$ cat src/rtl/bpa_pkg.sv
// Shared constants, command and status codes, and state type of the buddy page allocator.
`default_nettype none

package bpa_pkg;

    localparam int unsigned MAX_ORDERS_DEF = 11;
    localparam int unsigned NUM_PAGES_DEF  = 4096;

    localparam int unsigned CMD_W    = 2;
    localparam int unsigned PAGE_W   = 12;
    localparam int unsigned ORDER_W  = 4;
    localparam int unsigned STATUS_W = 3;
    localparam int unsigned COUNT_W  = 13;
    localparam int unsigned IN_W     = 24;
    localparam int unsigned OUT_W    = 16;

    // One memory line holds 64 bitmap bits of one order.
    localparam int unsigned WORD_W   = 64;
    localparam int unsigned WORD_LOG = 6;

    localparam logic [COUNT_W-1:0] PAGE_COUNT_RST = COUNT_W'(4096);

    typedef enum logic [CMD_W-1:0] {
        CMD_INIT,
        CMD_ALLOC,
        CMD_FREE,
        CMD_RESERVE
    } cmd_t;

    typedef enum logic [STATUS_W-1:0] {
        ST_OK,
        ST_BAD_ORDER,
        ST_NO_MEM,
        ST_BAD_RANGE,
        ST_NOT_FREE
    } status_t;

    typedef enum logic [3:0] {
        S_IDLE,
        S_SWEEP,
        S_A_RD,
        S_A_CHK,
        S_F_RD,
        S_F_WR,
        S_R_RD,
        S_R_CHK,
        S_SP_RD,
        S_SP_WR,
        S_DONE
    } state_t;

endpackage

`default_nettype wire

$ cat src/rtl/bpa_init_word.sv
// Computes one bitmap line of the greedy initial carving of the managed page range.
`default_nettype none

module bpa_init_word #(
    parameter int unsigned MAX_ORDERS = bpa_pkg::MAX_ORDERS_DEF,
    parameter int unsigned NUM_PAGES  = bpa_pkg::NUM_PAGES_DEF
) (
    input  wire logic [((MAX_ORDERS > 1) ? $clog2(MAX_ORDERS) : 1)-1:0] row,
    input  wire logic [(((NUM_PAGES + bpa_pkg::WORD_W - 1) / bpa_pkg::WORD_W > 1) ?
                        $clog2((NUM_PAGES + bpa_pkg::WORD_W - 1) / bpa_pkg::WORD_W) :
                        1)-1:0] word,
    input  wire logic [$clog2(NUM_PAGES + 1)-1:0] managed,
    output logic [bpa_pkg::WORD_W-1:0] line
);
    import bpa_pkg::*;

    localparam int unsigned KW  = (MAX_ORDERS > 1) ? $clog2(MAX_ORDERS) : 1;
    localparam int unsigned WPO = (NUM_PAGES + WORD_W - 1) / WORD_W;
    localparam int unsigned WAW = (WPO > 1) ? $clog2(WPO) : 1;
    localparam int unsigned PW  = $clog2(NUM_PAGES + 1);
    localparam int unsigned LW  = ((PW > WAW + WORD_LOG) ? PW : WAW + WORD_LOG) + 1;
    localparam logic [KW-1:0] TOP = KW'(MAX_ORDERS - 1);

    always_comb
    begin
        logic [LW-1:0] count;
        logic [LW-1:0] base;
        logic [LW-1:0] lo;
        logic [LW-1:0] mshift;
        logic [LW-1:0] tgt;
        count  = LW'(managed) >> (MAX_ORDERS - 1);
        base   = LW'({word, {WORD_LOG{1'b0}}});
        lo     = count - base;
        mshift = LW'(managed) >> row;
        tgt    = mshift & ~LW'(1);
        line   = '0;
        if (row == TOP)
        begin
            // The top order takes as many whole blocks as fit, from page zero up.
            if (count > base)
            begin
                if (lo >= LW'(WORD_W))
                    line = '1;
                else
                    line = (WORD_W'(1) << lo[WORD_LOG-1:0]) - WORD_W'(1);
            end
        end
        else if (row < TOP)
        begin
            // A lower order holds at most one block, right after the larger ones.
            if (mshift[0] && ((tgt >> WORD_LOG) == LW'(word)))
                line = WORD_W'(1) << tgt[WORD_LOG-1:0];
        end
    end

endmodule

`default_nettype wire

$ cat config.mk
export PLATFORM = sky130hd
export DESIGN_NAME = bpa_init_word
export DESIGN_NICKNAME = d
export VERILOG_FILES = /design/src/rtl/bpa_pkg.sv /design/src/rtl/bpa_init_word.sv
export SDC_FILE = /design/constraint.sdc
export NUM_CORES = 1
export LEC_CHECK = 0
export BUFFER_PORTS_ARGS = -buffer_cell sky130_fd_sc_hd__buf_2
export CORE_ASPECT_RATIO = 1.4
export CORE_MARGIN = 3
export CORE_UTILIZATION = 48
export DETAILED_ROUTE_END_ITERATION = 8
export PLACE_DENSITY = 0.82
export RECOVER_POWER = 100
export SETUP_SLACK_MARGIN = 0.4
export SYNTH_ARGS = -nofsm -noshare
export SYNTH_HDL_FRONTEND = slang
export SYNTH_SLANG_ARGS = --single-unit
$ cat constraint.sdc
create_clock -name vclk -period 3.6
set_clock_uncertainty 0.15 [all_clocks]
set_input_delay 0.72 -clock vclk [all_inputs]
set_output_delay 0.72 -clock vclk [all_outputs]
set_load 0.05 [all_outputs]
==> results.yml, run 1 <==
run_status:
  status: "did not finish"
  haltStage: "clock tree synthesis"
  first-error: "[ERROR DPL-0033] detailed placement checks failed during check placement."
cts:
  cts-resized-gates: 123
  cts_setup_buffers: 3
  holdBufCountCts: 0
floorplanning:
  initial_core_util: 0.506
  ios: 87
  num_rows: 24
  die_w_um: 54.7
  die_y_um: 74.2
synthesis:
  syn-cell-area_sq_um: 1600
  synthAdderAreaFrac: 0.00784
  synth_mux_area_frac: 0.250
  synth_xor_area_frac: 0
  synth_compound_area_frac: 0.215
  synth_top_family_by_area: "simple AND/OR/NAND/NOR gates"
  synth_area_per_cell_sq_um: 7.06
  synthCells: 226
  synth.distinct_cells: 53
  synthSimpleGateAreaFrac: 0.322
  synth_warnings: 0
  seq_area_frac_synth: 0
placed_design:
  dp_hpwl_um: 4970
  dpl.cell_count: 374
  io_buffers: 66
  place_area_sq_um: 2600
  globalplace.congestion: 0.914
==> logic make-up after synthesis <==
kind of cell,after synthesis
AOI/OAI and AO/OA,46
adders and majority gates,1
buffers and inverters,50
muxes,29
and+or+nand+nor,99
other,1
==> cells in the mapped netlist (4+ instances only) <==
library cell  count  area share
nand4_1           5       0.020
nor2b_1           4       0.016
mux2_2            4       0.028
nor3_1           25       0.078
nand2_1          10       0.024
mux4_2            7       0.099
inv_1             5       0.012
nor2_1           26       0.061
o22ai_1           4       0.016
mux2i_1          17        0.11
buf_2             9       0.028
nand3_1           6       0.019
o21ai_0           6       0.019
buf_4            29        0.14
nand2b_1          7       0.027
a21oi_1           7       0.022
and3_1            4       0.016
==> metrics by stage <==
stage                      util  setup WS, ns
after detailed placement  0.824        -0.387
after floorplan               -        -0.266
after global placement    0.824        -0.264
==> run 2: changes to the inputs <==
- CORE_ASPECT_RATIO: 1.4 -> unset
- CORE_UTILIZATION: 48 -> 40
- PLACE_DENSITY: 0.82 -> unset
- PLACE_DENSITY_LB_ADDON: unset -> 0.15
- SETUP_SLACK_MARGIN: 0.4 -> unset
==> run 2 against run 1 <==
Synthesized area did not move. The flow now finishes, with violations (negative setup slack). Synthesized cell count did not move.
==> results.yml, run 2 <==
cells_and_area:
  postLayoutCoreUtil: 0.809
  ff_latch_area_sq_um: 0
  finalNetCount: 369
  seq_cells: 0
  layout_commonest_cell: "buf_4"
  nClkBuffers: 0
  layout_common_cells: "buf_4, buf_6, conb_1, buf_2, nor3_4"
  diodes: 0
  layout-drive-gt1-share: 0.586
  area_growth_pct: 89.9
  post-route-cell-area_sq_um: 3030
grt:
  grt_pass1_vias: 2052
  antenna_found_initial: 0
  grt_usage: 0.233
  grt_pass1_wl_um: 9680
  grt_max_degree: 19
  grt.overflow.total: 0
sta:
  drv_slew: 0
  worst-slew-pin-transition_ns: 0.638
  rsz0062_at_grt: "yes"
  hold_viol: 0
  finalCritPeriodShare: 1.03
  period_minus_slack_ns: 3.71
  slew_headroom: 0.571
  clock.fmax_mhz: 269
  final-setup-viol-count: 19
  fin_ws_ns: -0.111
setup_path:
  critPathMaxFanout: 8
  required_ns: 2.73
  endpoint_kind: "primary output"
  arrival_ns: 2.84
  critPathLaunchType: "input pin"
  worstSetupPathType: "input pin to primary output"
floorplanning:
  ios: 87
  die_area_sq_um: 4780
  die_w_um: 69.2
  initial_core_util: 0.426
  die_y_um: 69.2
  num_rows: 22
  core_area_sq_um: 3740
synthesis:
  yosysMostFrequentCell: "buf_4"
  synth_warnings: 0
  synthCells: 226
  synth_area_per_cell_sq_um: 7.06
  synthTopCellsByArea: "buf_4, mux2i_1, mux4_2"
  ys_top_cells_by_count: "buf_4, nor2_1, nor3_1"
  yosys.area.top_type: "buf_4"
  synth.distinct_cells: 53
  seq_area_frac_synth: 0
  synthDominantCellAreaShare: 0.136
  syn-cell-area_sq_um: 1600
power:
  peakVddDrop_mv: 0.0927
  p_total_uw: 361
  p_per_area_nw_per_um2: 119
  p_leak_nw: 1.46
route:
  drc: 0
  viasPerCell: 5.66
  drtIter0Drc: 53
  first_pass_iters: 4
  num_vias: 2215
  wl_per_cell_um: 16.3
  wl_um: 6360
  ant_nets: 0
placed_design:
  dp_hpwl_um: 4690
  globalplace.congestion: 0.858
  dp_slack_ns: -0.297
  io_buffers: 66
  place_area_sq_um: 2580
run_status:
  failed_checks: "negative setup slack"
  status: "finished, violations left"
job:
  maxCapViolCount: 0
cts:
  holdBufCountCts: 0
min_path:
  hp-class: "input pin to primary output"
## run 2: cell counts after synthesis
No cell type changed its count.
## run 2: layout make-up
| cell class | count | area [sq um] |
|---|---|---|
| fill | 268 | 714 |
| inverter | 5 | 18.8 |
| multi-input combinational | 196 | 1720 |
| tap | 48 | 60.1 |
| timing repair buffer | 142 | 1230 |
## run 2: critical path, stage by stage
cell,delay (ns)
buf_2,0.10
or4_1,0.55
a222oi_1,0.41
nor3b_4,0.25
buf_6,0.15
nand4_1,0.24
nor2_2,0.24
buf_6,0.18
## run 2: logic make-up after synthesis
group                      count (synthesis)  share of synthesized area
and+or+nand+nor                           99                      0.322
adders and majority gates                  1                    0.00784
buffers and inverters                     50                      0.202
AOI/OAI and AO/OA                         46                      0.215
other                                      1                    0.00235
muxes                                     29                      0.250
## run 2: timing repair
item / 4_1_cts / 5_1_grt
setup buffers: 3 / 2
endpoints found under the setup margin: 32 / 39
pin swaps: 6 / 12
resized for setup: 63 / 61
## run 2: worst paths after layout
| kind | depth (start not counted) | end | slack (ns) | startpoint |
|---|---|---|---|---|
| max | 8 | line[38] | -0.11 | word[5] |
| min | 5 | line[3] | 1.93 | word[4] |
## run 2: report_power, final
| group | internal (mW) | total, mW | switching [mW] |
|---|---|---|---|
| logic | 0.153 | 0.361 | 0.208 |
| clock network | 0 | 0 | 0 |
| registers | 0 | 0 | 0 |
| total | 0.153 | 0.361 | 0.208 |
## run 2: metrics by stage
step / TNS [ns] / hold WS [ns] / cells
2_1_floorplan: -6.26 / 1.60 / 246
3_3_place_gp: -5.15 / 1.89 / 386
3_5_place_dp: -6.82 / 1.90 / 386
4_1_cts: -0.239 / 1.90 / 389
5_1_grt: -3.68 / 1.96 / 391
6_report: -0.696 / 1.93 / 391
## run 2: routing by layer
layer	wire length (um)	track usage
met1	2500	0.288
met2	3460	0.446
met3	275	0.00875
met4	121	0.0412
met5	0	0
No activity file was read; power rests on OpenSTA's default activity.
